--- config.mk ---
export PLATFORM = sky130hd
export DESIGN_NAME = foveated_shading_rate_classifier_top
export DESIGN_NICKNAME = d
export VERILOG_FILES = /design/src/sv/fsrc_pkg.sv /design/src/sv/foveated_shading_rate_classifier_top.sv /design/src/sv/fsrc_axis.sv
export SDC_FILE = /design/constraint.sdc
export NUM_CORES = 2
export LEC_CHECK = 0
export ABC_CLOCK_PERIOD_IN_PS = 7450
export BUFFER_PORTS_ARGS = -buffer_cell sky130_fd_sc_hd__buf_2
export CORE_MARGIN = 4
export CORE_UTILIZATION = 44
export DETAILED_ROUTE_END_ITERATION = 7
export GPL_TIMING_DRIVEN = 1
export HOLD_SLACK_MARGIN = 0.03
export PLACE_DENSITY_LB_ADDON = 0.2
export SYNTH_ARGS = -nofsm -noshare
export SYNTH_HDL_FRONTEND = slang
export SYNTH_SLANG_ARGS = --single-unit
--- constraint.sdc ---
create_clock -name clk -period 7.45 [get_ports clk]
set_clock_uncertainty 0.1 [all_clocks]
set_input_delay 0.3725 -clock clk [delete_from_list [all_inputs] [get_ports clk]]
set_output_delay 0.3725 -clock clk [all_outputs]
set_load 0.05 [all_outputs]
--- src/sv/fsrc_pkg.sv ---
// Package with shared types and constants of the foveated shading-rate classifier.
package fsrc_pkg;

  localparam int TILE_W   = 12;
  localparam int CTR_W    = 16;
  localparam int MAG_W    = 16;
  localparam int INV_W    = 32;
  localparam int PROD_W   = MAG_W + INV_W;
  localparam int E_W      = 19;
  localparam int SQP_W    = 2 * E_W;
  localparam int SQ_W     = 21;
  localparam int THR_W    = 17;
  localparam int CLS_W    = 2;
  localparam int CFG_IDX_W = 3;
  localparam int CFG_DATA_W = 32;

  localparam logic [PROD_W-1:0] E_RND   = PROD_W'(2048);
  localparam logic [E_W-1:0]    E_CAP   = E_W'(1 << 18);
  localparam logic [SQP_W-1:0]  SQ_RND  = SQP_W'(32768);
  localparam logic [THR_W-1:0]  SUM_MAX = THR_W'(131071);
  localparam logic [THR_W-1:0]  ONE_Q16 = THR_W'(65536);

  localparam logic [TILE_W-1:0] RST_HALF_WIDTH = TILE_W'(1024);
  localparam logic [INV_W-1:0]  RST_INV_SCALE  = INV_W'(16777216);
  localparam logic [THR_W-1:0]  RST_INNER_SQ   = THR_W'(16384);
  localparam logic [THR_W-1:0]  RST_MID_SQ     = THR_W'(36864);

  typedef enum logic [CFG_IDX_W-1:0] {
    CFG_HALF_WIDTH   = 3'd0,
    CFG_LEFT_CENTER  = 3'd1,
    CFG_RIGHT_CENTER = 3'd2,
    CFG_INV_SCALE_X  = 3'd3,
    CFG_INV_SCALE_Y  = 3'd4,
    CFG_INNER_SQ     = 3'd5,
    CFG_MID_SQ       = 3'd6
  } cfg_reg_t;

  typedef enum logic [CLS_W-1:0] {
    RATE_FULL   = 2'd0,
    RATE_1X2    = 2'd1,
    RATE_2X2    = 2'd2,
    RATE_4X4    = 2'd3
  } rate_t;

  // Load enables of the three stages inside one axis unit.
  typedef struct packed {
    logic mul;
    logic rnd;
    logic sqr;
  } fsrc_en_t;

endpackage

--- src/sv/foveated_shading_rate_classifier_top.sv ---
// Top level of the foveated shading-rate classifier with its six-stage pipeline.
//
//   Channel   Direction  Word
//   in_*      slave      tile_x [11:0], tile_y [23:12]
//   out_*     master     rate_class [1:0], zero fill [7:2]
//   cfg_*     write      register index, data up to 32 bits
//
// One word enters per cycle while no stall reaches the input; a result is registered in each stage before it leaves.
// The six stages are offset, scale, round and cap, square, sum and compare.
// Reset clears the valid bits and loads the register defaults.
// Every stage carries a valid bit and a stalled output lets empty stages fill.
module foveated_shading_rate_classifier_top #(
  parameter int COORD_BITS = 12
) (
  input  logic                                 clk,
  input  logic                                 rst_n,
  input  logic                                 in_tvalid,
  output logic                                 in_tready,
  input  logic [23:0]                          in_tdata,   // tile_x, tile_y
  output logic                                 out_tvalid,
  input  logic                                 out_tready,
  output logic [7:0]                           out_tdata,  // rate_class
  input  logic                                 cfg_we,
  input  logic [fsrc_pkg::CFG_IDX_W-1:0]       cfg_index,
  input  logic [fsrc_pkg::CFG_DATA_W-1:0]      cfg_wdata
);

  localparam int TW = fsrc_pkg::TILE_W;
  localparam int NST = 6;
  localparam logic [TW-1:0] TILE_MASK =
    (COORD_BITS >= TW) ? {TW{1'b1}} : TW'((1 << COORD_BITS) - 1);

  // Configuration registers.
  logic [TW-1:0]                   half_width_r;
  logic [fsrc_pkg::INV_W-1:0]      left_center_r, right_center_r;
  logic [fsrc_pkg::INV_W-1:0]      inv_scale_x_r, inv_scale_y_r;
  logic [fsrc_pkg::THR_W-1:0]      inner_sq_r, mid_sq_r;

  always_ff @(posedge clk) begin
    if (!rst_n) begin
      half_width_r   <= fsrc_pkg::RST_HALF_WIDTH;
      left_center_r  <= '0;
      right_center_r <= '0;
      inv_scale_x_r  <= fsrc_pkg::RST_INV_SCALE;
      inv_scale_y_r  <= fsrc_pkg::RST_INV_SCALE;
      inner_sq_r     <= fsrc_pkg::RST_INNER_SQ;
      mid_sq_r       <= fsrc_pkg::RST_MID_SQ;
    end else if (cfg_we) begin
      unique case (fsrc_pkg::cfg_reg_t'(cfg_index))
        fsrc_pkg::CFG_HALF_WIDTH:   half_width_r   <= cfg_wdata[TW-1:0];
        fsrc_pkg::CFG_LEFT_CENTER:  left_center_r  <= cfg_wdata;
        fsrc_pkg::CFG_RIGHT_CENTER: right_center_r <= cfg_wdata;
        fsrc_pkg::CFG_INV_SCALE_X:  inv_scale_x_r  <= cfg_wdata;
        fsrc_pkg::CFG_INV_SCALE_Y:  inv_scale_y_r  <= cfg_wdata;
        fsrc_pkg::CFG_INNER_SQ:     inner_sq_r     <= cfg_wdata[fsrc_pkg::THR_W-1:0];
        fsrc_pkg::CFG_MID_SQ:       mid_sq_r       <= cfg_wdata[fsrc_pkg::THR_W-1:0];
        default: ;
      endcase
    end
  end

  // Valid bits and stage enables; a stage loads when it is empty or its
  // successor loads.
  logic [NST:1] v_r, v_nxt;
  logic [NST:1] en;

  always_comb begin
    en[NST] = !v_r[NST] || out_tready;
    for (int k = NST - 1; k >= 1; k--) begin
      en[k] = !v_r[k] || en[k+1];
    end
    v_nxt = v_r;
    if (en[1]) begin
      v_nxt[1] = in_tvalid;
    end
    for (int k = 2; k <= NST; k++) begin
      if (en[k]) begin
        v_nxt[k] = v_r[k-1];
      end
    end
  end

  always_ff @(posedge clk) begin
    if (!rst_n) begin
      v_r <= '0;
    end else begin
      v_r <= v_nxt;
    end
  end

  assign in_tready = en[1];

  // Stage 1: pick the eye centre and form the offset magnitudes.
  logic [TW-1:0]                tx, ty;
  logic [fsrc_pkg::INV_W-1:0]   centre;
  logic signed [fsrc_pkg::CTR_W:0] dx, dy;
  logic [fsrc_pkg::CTR_W:0]     ax, ay;
  logic [fsrc_pkg::MAG_W-1:0]   magx_r, magx_nxt, magy_r, magy_nxt;

  always_comb begin
    tx     = in_tdata[TW-1:0] & TILE_MASK;
    ty     = in_tdata[2*TW-1:TW] & TILE_MASK;
    centre = (tx < half_width_r) ? left_center_r : right_center_r;
    dx     = $signed({1'b0, tx, 4'b0000}) - $signed({1'b0, centre[15:0]});
    dy     = $signed({1'b0, ty, 4'b0000}) - $signed({1'b0, centre[31:16]});
    ax     = dx[fsrc_pkg::CTR_W] ? (~dx + (fsrc_pkg::CTR_W+1)'(1)) : dx;
    ay     = dy[fsrc_pkg::CTR_W] ? (~dy + (fsrc_pkg::CTR_W+1)'(1)) : dy;
    magx_nxt = ax[fsrc_pkg::MAG_W-1:0];
    magy_nxt = ay[fsrc_pkg::MAG_W-1:0];
  end

  always_ff @(posedge clk) begin
    if (en[1]) begin
      magx_r <= magx_nxt;
      magy_r <= magy_nxt;
    end
  end

  // Stages 2 to 4: per-axis scale, round and square.
  fsrc_pkg::fsrc_en_t         axis_en;
  logic [fsrc_pkg::SQ_W-1:0]  sqx, sqy;

  assign axis_en = '{mul: en[2], rnd: en[3], sqr: en[4]};

  fsrc_axis u_axis_x (
    .clk (clk),
    .en  (axis_en),
    .mag (magx_r),
    .inv (inv_scale_x_r),
    .sq  (sqx)
  );

  fsrc_axis u_axis_y (
    .clk (clk),
    .en  (axis_en),
    .mag (magy_r),
    .inv (inv_scale_y_r),
    .sq  (sqy)
  );

  // Stage 5: saturated sums, plain and with one axis quadrupled.
  logic [fsrc_pkg::SQ_W+2:0]  raw_s, raw_a, raw_b;
  logic [fsrc_pkg::THR_W-1:0] sum_r, sum_nxt, a_r, a_nxt, b_r, b_nxt;

  function automatic logic [fsrc_pkg::THR_W-1:0] sat17(input logic [fsrc_pkg::SQ_W+2:0] v);
    logic [fsrc_pkg::THR_W-1:0] res;
    res = (v > (fsrc_pkg::SQ_W+3)'(fsrc_pkg::SUM_MAX)) ? fsrc_pkg::SUM_MAX
                                                      : v[fsrc_pkg::THR_W-1:0];
    return res;
  endfunction

  always_comb begin
    raw_s   = (fsrc_pkg::SQ_W+3)'(sqx) + (fsrc_pkg::SQ_W+3)'(sqy);
    raw_a   = (fsrc_pkg::SQ_W+3)'(sqx) + (fsrc_pkg::SQ_W+3)'({sqy, 2'b00});
    raw_b   = (fsrc_pkg::SQ_W+3)'({sqx, 2'b00}) + (fsrc_pkg::SQ_W+3)'(sqy);
    sum_nxt = sat17(raw_s);
    a_nxt   = sat17(raw_a);
    b_nxt   = sat17(raw_b);
  end

  always_ff @(posedge clk) begin
    if (en[5]) begin
      sum_r <= sum_nxt;
      a_r   <= a_nxt;
      b_r   <= b_nxt;
    end
  end

  // Stage 6: threshold compares into the output register.
  fsrc_pkg::rate_t cls_r, cls_nxt;

  always_comb begin
    if (sum_r <= inner_sq_r) begin
      cls_nxt = (a_r > inner_sq_r && b_r > inner_sq_r) ? fsrc_pkg::RATE_1X2
                                                       : fsrc_pkg::RATE_FULL;
    end else if (sum_r <= mid_sq_r) begin
      cls_nxt = fsrc_pkg::RATE_1X2;
    end else if (sum_r <= fsrc_pkg::ONE_Q16) begin
      cls_nxt = fsrc_pkg::RATE_2X2;
    end else begin
      cls_nxt = fsrc_pkg::RATE_4X4;
    end
  end

  always_ff @(posedge clk) begin
    if (en[6]) begin
      cls_r <= cls_nxt;
    end
  end

  assign out_tvalid = v_r[NST];
  assign out_tdata  = {6'b000000, cls_r};

  // An accepted word always lands in the first stage.
  a_in_lands: assert property (@(posedge clk) disable iff (!rst_n)
    (in_tvalid && in_tready) |=> v_r[1])
    else $error("accepted word did not enter stage 1");

  // The input only stalls when every stage is occupied.
  a_stall_full: assert property (@(posedge clk) disable iff (!rst_n)
    !in_tready |-> (&v_r))
    else $error("input stalled with an empty stage");

  // A blocked stage 5 keeps its word.
  a_hold_mid: assert property (@(posedge clk) disable iff (!rst_n)
    (v_r[5] && !en[5]) |=> (v_r[5] && $stable(sum_r)))
    else $error("blocked stage lost its word");

  // A sum beyond 1.0 and beyond both factors is always the coarsest rate.
  a_coarse: assert property (@(posedge clk) disable iff (!rst_n)
    (v_r[5] && en[6] && sum_r > fsrc_pkg::ONE_Q16 && sum_r > inner_sq_r
     && sum_r > mid_sq_r) |=> (cls_r == fsrc_pkg::RATE_4X4))
    else $error("large sum not classified as coarsest");

endmodule

--- src/sv/fsrc_axis.sv ---
// One axis of the classifier: scale, round and cap, then square in Q.16.
module fsrc_axis (
  input  logic                           clk,
  input  fsrc_pkg::fsrc_en_t             en,
  input  logic [fsrc_pkg::MAG_W-1:0]     mag,
  input  logic [fsrc_pkg::INV_W-1:0]     inv,
  output logic [fsrc_pkg::SQ_W-1:0]      sq
);

  logic [fsrc_pkg::PROD_W-1:0] prod_r, prod_nxt;
  logic [fsrc_pkg::E_W-1:0]    e_r, e_nxt;
  logic [fsrc_pkg::SQ_W-1:0]   sq_r, sq_nxt;
  logic [fsrc_pkg::PROD_W-1:0] rnd_sum;
  logic [fsrc_pkg::PROD_W-13:0] e_full;
  logic [fsrc_pkg::SQP_W-1:0]  sq_full;

  always_comb begin
    prod_nxt = fsrc_pkg::PROD_W'(mag) * fsrc_pkg::PROD_W'(inv);
    rnd_sum  = prod_r + fsrc_pkg::E_RND;
    e_full   = rnd_sum[fsrc_pkg::PROD_W-1:12];
    if (e_full > (fsrc_pkg::PROD_W-12)'(fsrc_pkg::E_CAP)) begin
      e_nxt = fsrc_pkg::E_CAP;
    end else begin
      e_nxt = e_full[fsrc_pkg::E_W-1:0];
    end
    sq_full = fsrc_pkg::SQP_W'(e_r) * fsrc_pkg::SQP_W'(e_r) + fsrc_pkg::SQ_RND;
    sq_nxt  = sq_full[fsrc_pkg::SQ_W+15:16];
  end

  always_ff @(posedge clk) begin
    if (en.mul) begin
      prod_r <= prod_nxt;
    end
    if (en.rnd) begin
      e_r <= e_nxt;
    end
    if (en.sqr) begin
      sq_r <= sq_nxt;
    end
  end

  assign sq = sq_r;

endmodule

; Yosys cells after proc, flatten, opt, wreduce, memory -nomap -nowiden
; Cells that the tools add are included.
[op_classes]
n_mul = 4
n_eq_ne = 6
bitwise_logic = 2
reduce_logical = 21
n_addsub = 11
n_mux = 7
n_lt_le_gt_ge = 11
[op_table]
columns = op, count
row1 = $add A48 B12 Y48 const B, 2
row2 = $mul A16 B32 Y48, 2
row3 = $add A37 B16 Y37 const B, 2
row4 = $mul A19 B19 Y37, 2
row5 = $gt A36 B19 Y1 const B, 2
row6 = $gt A24 B17 Y1 const B, 2
row7 = $gt A17 B17 Y1, 2
row8 = $le A17 B17 Y1, 2
row9 = $sub A16 B16 Y17, 2
row10 = $add A16 B2 Y16 const B, 2
row11 = $mux W16, 2
row12 = $mux W32, 1
row13 = $not A16 Y16, 2
row14 = $add A21 B23 Y24, 1
row15 = $add A23 B21 Y24, 1
row16 = $add A21 B21 Y22, 1
row17 = $gt A22 B17 Y1 const B, 1
row18 = $le A17 B17 Y1 const B, 1
row19 = $reduce_and A2 Y1, 7
row20 = $lt A12 B12 Y1, 1
row21 = $eq A3 B3 Y1 const B, 3
row22 = $eq A3 B2 Y1 const B, 2
row23 = $logic_not A1 Y1, 6
row24 = $logic_or A1 B1 Y1, 6
row25 = other kinds (5), 7
[totals]
regBits = 441

; Longest topological paths before layout
[depth]
depth_word = 7
ltp_mapped = 27

; Cells and area by module
; Synthesis repeated with hierarchy kept, for this count alone.
[unflattened]
cells_unflattened = 8212
hier_area_um2 = 75189.6
[by_module_without_submodules]
columns = mod, n_inst, area_per_inst_um2, seq_area_each_um2, cells_per_inst
row1 = fsrc_axis at u_axis_x, 1, 29291.8, 2312.2, 3156
row2 = fsrc_axis at u_axis_y, 1, 28940.3, 2312.2, 3112
row3 = foveated_shading_rate_classifier_top, 1, 16957.5, 6155.9, 1944

; Worst setup path after synthesis
; Ideal clock, no wire load.
[synth_timing]
kind = register -> register
startpoint = register u_axis_x.e_r[9] (netlist name)
endpoint = register u_axis_x.sq_r, in the netlist u_axis_x.sq[17] (data pin)
path_buffers = 1
setup_time_ns = 0.258
t_required_ns = 7.092
stages_incl_launch_ff = 26
path_slack_ns = 0.614
synth_period_minus_slack_ns = 6.836
arrival_ns = 6.478
path_cell_list = edfxtp_1 > clkbuf_1 > and2_1 > fa_1 > inv_1 > fa_1 > inv_1 > fa_1 > fa_1 > inv_1 > fa_1 > fa_1 > inv_1 > ha_1 > ha_1 > a21o_1 > a21oi_1 > nor2b_1 > o21a_1 > o31ai_1 > a32oi_1 > a21oi_1 > o31ai_1 > or3_1 > a31oi_1 > xnor2_1
[synth_via]
elab_chain_len = 2
[synth_rtl]
columns = element, line
row1 = "start, declared", fsrc_axis.sv:11  ; logic [fsrc_pkg::E_W-1:0] e_r, e_nxt;
row2 = "start signal, assigned", fsrc_axis.sv:35  ; e_r <= e_nxt;
row3 = $mul A19 B19 Y37, fsrc_axis.sv:26  ; sq_full = fsrc_pkg::SQP_W'(e_r) * fsrc_pkg::SQP_W'(e_r) + fsrc_pkg::SQ_RND;
row4 = $add A37 B16 Y37, fsrc_axis.sv:26
row5 = net u_axis_x.sq_full (one bit), fsrc_axis.sv:15  ; logic [fsrc_pkg::SQP_W-1:0] sq_full;
row6 = "end signal, assigned", fsrc_axis.sv:38  ; sq_r <= sq_nxt;
row7 = "end, declared", fsrc_axis.sv:12  ; logic [fsrc_pkg::SQ_W-1:0] sq_r, sq_nxt;
; The timed path passes the listed nets, and every way through them passes these cells.
; A chain may end at the register's enable or synchronous reset.

; Worst setup path in the final report
[layout_timing]
startpoint = register magy_r[9] (netlist name)
endpoint = register u_axis_y.prod_r[42] (netlist name) (data pin)
[layout_via]
elab_chain_len = 1
[layout_rtl]
columns = element, line
row1 = "start, declared", foveated_shading_rate_classifier_top.sv:98  ; logic [fsrc_pkg::MAG_W-1:0] magx_r, magx_nxt, magy_r, magy_nxt;
row2 = "start signal, assigned", foveated_shading_rate_classifier_top.sv:115  ; magy_r <= magy_nxt;
row3 = $mul A16 B32 Y48, fsrc_axis.sv:18  ; prod_nxt = fsrc_pkg::PROD_W'(mag) * fsrc_pkg::PROD_W'(inv);
row4 = net u_axis_y.prod_nxt (one bit), fsrc_axis.sv:10  ; logic [fsrc_pkg::PROD_W-1:0] prod_r, prod_nxt;
row5 = "end signal, assigned", fsrc_axis.sv:32  ; prod_r <= prod_nxt;
row6 = "end, declared", fsrc_axis.sv:10
; The timed path passes the listed nets, and every way through them passes these cells.

==> results.env <==
LAYOUT.CELLS.MOST_COMMON_LIST='1,646 x inv_1, 1,333 x fa_1, 1,280 x nand2_1, 698 x ha_1, 580 x and2_1'
CLKPWRFRAC_PCT=31.8
NETLIST_AREA_MM2=0.0737
TOTAL_INTERNAL_POWER_W=0.00551
DETAILROUTE.VIA_COUNT=53486
TOTALNEGATIVESETUPSLACK_NS=0
CLKSINKCOUNT=419
SYNTH-MAIN-FF-CELL='edfxtp_1'
FINAL_SETUP_VIOLATION_COUNT=0
FLOORPLAN.ROWS=149
ANT_NETS=0
TRACK_USAGE_PCT=21.9
DRIVE_GT1_SHARE_PCT=5.87
TIGHTESTPINTRANSITION_NS=1.03
DRT_FIRST_ITER_VIOLATIONS=3050
IO-PIN-COUNT=74
FINAL-HOLD-VIOLATION-COUNT=0
MAX_FREQ_MHz=140
WORST-ENDPOINT-REQUIRED_NS=7.72
SWITCHING_SHARE_PCT=37.6
WORSTSETUPENDPOINTTYPE='flop'
IR_DROP_WORST_VDD_mV=0.186
FP.DIEW_UM=417
MAX-SLEW-MARGIN-REL_PCT=31.2
PATH_MAX_FANOUT=10
DIE_AREA_MM2=0.174
CP-STARTPOINT='magy_r[9]$_DFFE_PP_'
PERIOD_MINUS_SLACK_NS=7.15
CTS_TREE='done'
YOSYSWARNINGS=0
POWER_PER_STANDARD_CELL_AREA_mW_PER_MM2=110
ANTENNA_VIOLATIONS_BEFORE_REPAIR=10
FLOORPLAN.DIE.HEIGHT_UM=417
R2R_START='magy_r[9]$_DFFE_PP_'
YOSYS.CELL_TYPES.COUNT=86
AREA.GROWTH.SYNTH_TO_FINAL_PCT=8.50
MAX-CAP-VIOLATIONS=0
GRT_FIRST_PASS_WIRELENGTH_UM=307000
SYNTH_EDF_COUNT=239
CTS.PATH.MAX_BUFFERS=3
FINALWIRELENGTH_UM=188000
INITIAL_CORE_UTIL_PCT=44.5
DRTPASS1ITERATIONS=8
RESULT_OF_THE_RUN='finished, final reports clean'
GRT_PASS1_VIAS=56589
CTS-HTREE-LEVELS=2
HOLDCRITSTARTPOINT='cfg_wdata[0]'
WHS_ENDPOINT='half_width_r[0]$_SDFFE_PN0P_'
SEQ_POWER_SHARE_PCT=34.4
LAYOUT.CELLS.NON_FILLER=10381
NUMPORTBUFFERS=67
KIND_OF_LAUNCH_POINT_OF_THE_WORST_SETUP_PATH='flop'
PLACEABLECOREAREA_MM2=0.166
MIN_DELAY_PATH_DEPTH=3
DRC=0
POST_DRT_WL_PER_CELL_UM=18.1
SLEW_VIOL_FINAL=0
SYNTH_SEQ_CELLS=419
FINAL_UTIL_PCT=48.3
PLACE.DETAILED.HPWL_UM=155000
FINALNETCOUNT=10242
CLK_PIN_SLEW_NS=0.06
ROUTED_VIA_DENSITY=5.15
ASYNCSETRESETFLOPFRACSYNTH_PCT=0
SYNTH-SEQ-AREA-SHARE_PCT=14.6
POSTSYNTHCELLCOUNT=8041
MAXIMUM_NUMBER_OF_PINS_ON_ONE_NET_BEFORE_GLOBAL_ROUTE_REPAIR=98
WORST_EP_ARRIVAL_TIME_NS=7.42
POWER.STATIC_LEAKAGE_nW=39.4
PORTION_OF_TOTAL_POWER_ATTRIBUTED_TO_COMBINATIONAL_LOGIC_PCT=33.7
FINAL.FILL_COUNT=15742
CLKLATENCYLATEPIN_NS=0.67
DPL.CELL_COUNT=10216
TOTAL_CLOCK_BUFFERS_CREATED_BY_CTS=52
MOSTFREQUENTLAYOUTCELL='inv_1'
POWER_SWITCHING_W=0.00332
OVERFLOW=0
FIN_CRIT_SH_PCT=95.9
RRSETUPSLACK_NS=0.30
SYN_AVG_CELL_AREA_UM2=9.17
MIN_PATH_TYPE='input pin to flop'
R2R_END='u_axis_y.prod_r[42]$_DFFE_PP_'
CLOCK_TREE.ROOT_CELL='clkbuf_16'
WORST-R2R-CELL-COUNT=23
CRIT_TYPE='flop to flop'
GPL.FINAL_WEIGHTED_CONGESTION=0.893
metal layers:
layer,up-vias,global-route usage [%],part of all wire (%)
li1,24994,-,-
met5,-,0,0.028
met4,8,5.28,2.5
met1,26996,30.6,45
met3,256,2.61,5.1
met2,1232,36.7,47
cells by family after synthesis:
logic type / Yosys count / share of synthesized area [%]
DFF: 419 / 14.6
adders and majority gates: 2031 / 48.0
buffers and inverters: 1952 / 9.99
xor gates and xnor gates: 267 / 3.17
other: 1 / 0.00509
and+or+nand+nor: 2496 / 16.0
muxes: 45 / 0.623
AOI/OAI and AO/OA: 830 / 7.56
final cells by class:
type / count / area, um2 / area share [%]
Multi-Input combinational cell: 5675 / 55700 / 69.6
Sequential cell: 419 / 10800 / 13.5
Inverter: 1649 / 6190 / 7.74
Tap cell: 2189 / 2740 / 3.42
Timing Repair Buffer: 350 / 2720 / 3.40
Clock buffer: 56 / 1320 / 1.65
Clock inverter: 42 / 561 / 0.701
Antenna cell: 1 / 2.50 / 0.00313
cell usage after synthesis (16+ instances only):
cell | instances | area [um2]
inv_1 | 1649 | 6190
nand3_1 | 65 | 325
o21a_1 | 45 | 338
o31ai_1 | 19 | 143
nor4_1 | 25 | 156
or2_2 | 19 | 119
mux2i_1 | 38 | 380
and3_1 | 26 | 163
a21o_1 | 87 | 653
o21bai_1 | 18 | 135
and2_1 | 580 | 3630
nor2b_1 | 43 | 269
a31oi_1 | 39 | 244
nand4_1 | 43 | 269
xor2_1 | 104 | 911
nand2b_1 | 59 | 369
or3_1 | 16 | 100
a21oi_1 | 209 | 1050
o211ai_1 | 26 | 195
o21ai_0 | 103 | 515
dfxtp_1 | 180 | 3600
a211oi_1 | 18 | 135
nor3_1 | 54 | 270
clkbuf_1 | 286 | 1070
nand2_1 | 1282 | 4810
a21boi_0 | 174 | 1310
ha_1 | 698 | 8730
fa_1 | 1333 | 26700
nor2_1 | 241 | 905
edfxtp_1 | 239 | 7180
xnor2_1 | 163 | 1430
power by group through the flow:
stage | Combinational [W] | Sequential, W | Clock (W)
5_1_grt | 0.00338 | 0.00308 | 0.00298
2_1_floorplan | 0.00208 | 0.00292 | 0
3_3_place_gp | 0.00284 | 0.00311 | 0
6_report | 0.00298 | 0.00304 | 0.00281
3_5_place_dp | 0.00289 | 0.00312 | 0
4_1_cts | 0.00291 | 0.00307 | 0.00289
worst max path at each step:
| stage | slack [ns] | cells after the start | endpoint |
|---|---|---|---|
| after CTS | 0.04 | 23 | u_axis_y.sq[20]$_DFFE_PP_ |
| final | 0.30 | 23 | u_axis_y.prod_r[42]$_DFFE_PP_ |
| after floorplan | 0.61 | 25 | u_axis_x.sq[17]$_DFFE_PP_ |
| after global routing | -0.009 | 23 | u_axis_y.sq[20]$_DFFE_PP_ |
| after detailed placement | 0.03 | 23 | u_axis_y.sq[20]$_DFFE_PP_ |
| after global placement | 0.17 | 24 | u_axis_x.sq[20]$_DFFE_PP_ |
state kept, by name, indices dropped and copies added, names as in the netlist, 6 cells and up:
| name | flops |
|---|---|
| u_axis_x.prod_r | 37 |
| u_axis_y.prod_r | 37 |
| inv_scale_x_r | 32 |
| inv_scale_y_r | 32 |
| left_center_r | 32 |
| right_center_r | 32 |
| u_axis_x.sq | 21 |
| u_axis_y.sq | 21 |
| u_axis_x.e_r | 19 |
| u_axis_y.e_r | 19 |
| a_r | 17 |
| b_r | 17 |
| inner_sq_r | 17 |
| mid_sq_r | 17 |
| sum_r | 17 |
| magx_r | 16 |
| magy_r | 16 |
| half_width_r | 12 |
| v_r | 6 |
per-stage QoR:
step	setup slack (ns)	power, W	hold WS, ns	area, um2
after floorplan	0.614	0.00500	0.332	73700
after global placement	0.174	0.00595	0.341	77400
after detailed placement	0.0268	0.00601	0.345	77400
after CTS	0.0447	0.00887	0.0476	79500
after global routing	-0.00874	0.00943	0.0755	80000
final	0.304	0.00884	0.110	80000
worst max-delay path, cell delays in order (launching register included):
cell and delay (ns):
edfxtp_1 0.66, buf_4 0.25, nand2_1 0.07, fa_1 0.51
inv_1 0.05, fa_1 0.48, fa_1 0.59, fa_1 0.43
fa_1 0.49, inv_1 0.05, fa_1 0.52, inv_1 0.06
ha_1 0.34, a21o_1 0.19, a21o_1 0.18, a21oi_1 0.22
a21boi_0 0.13, o21a_1 0.20, a31oi_1 0.21, o21ai_0 0.19
a31oi_1 0.31, nor4b_1 0.09, a2111oi_1 0.41, xnor2_1 0.13
repair_timing:
action,in CTS,in global routing
hold buffers,24,0
buffers inserted,0,42
resized for setup,1,10
endpoints found under the setup margin,1,24
endpoints found under the hold margin,86,0
No activity file was read; power rests on OpenSTA's default activity.
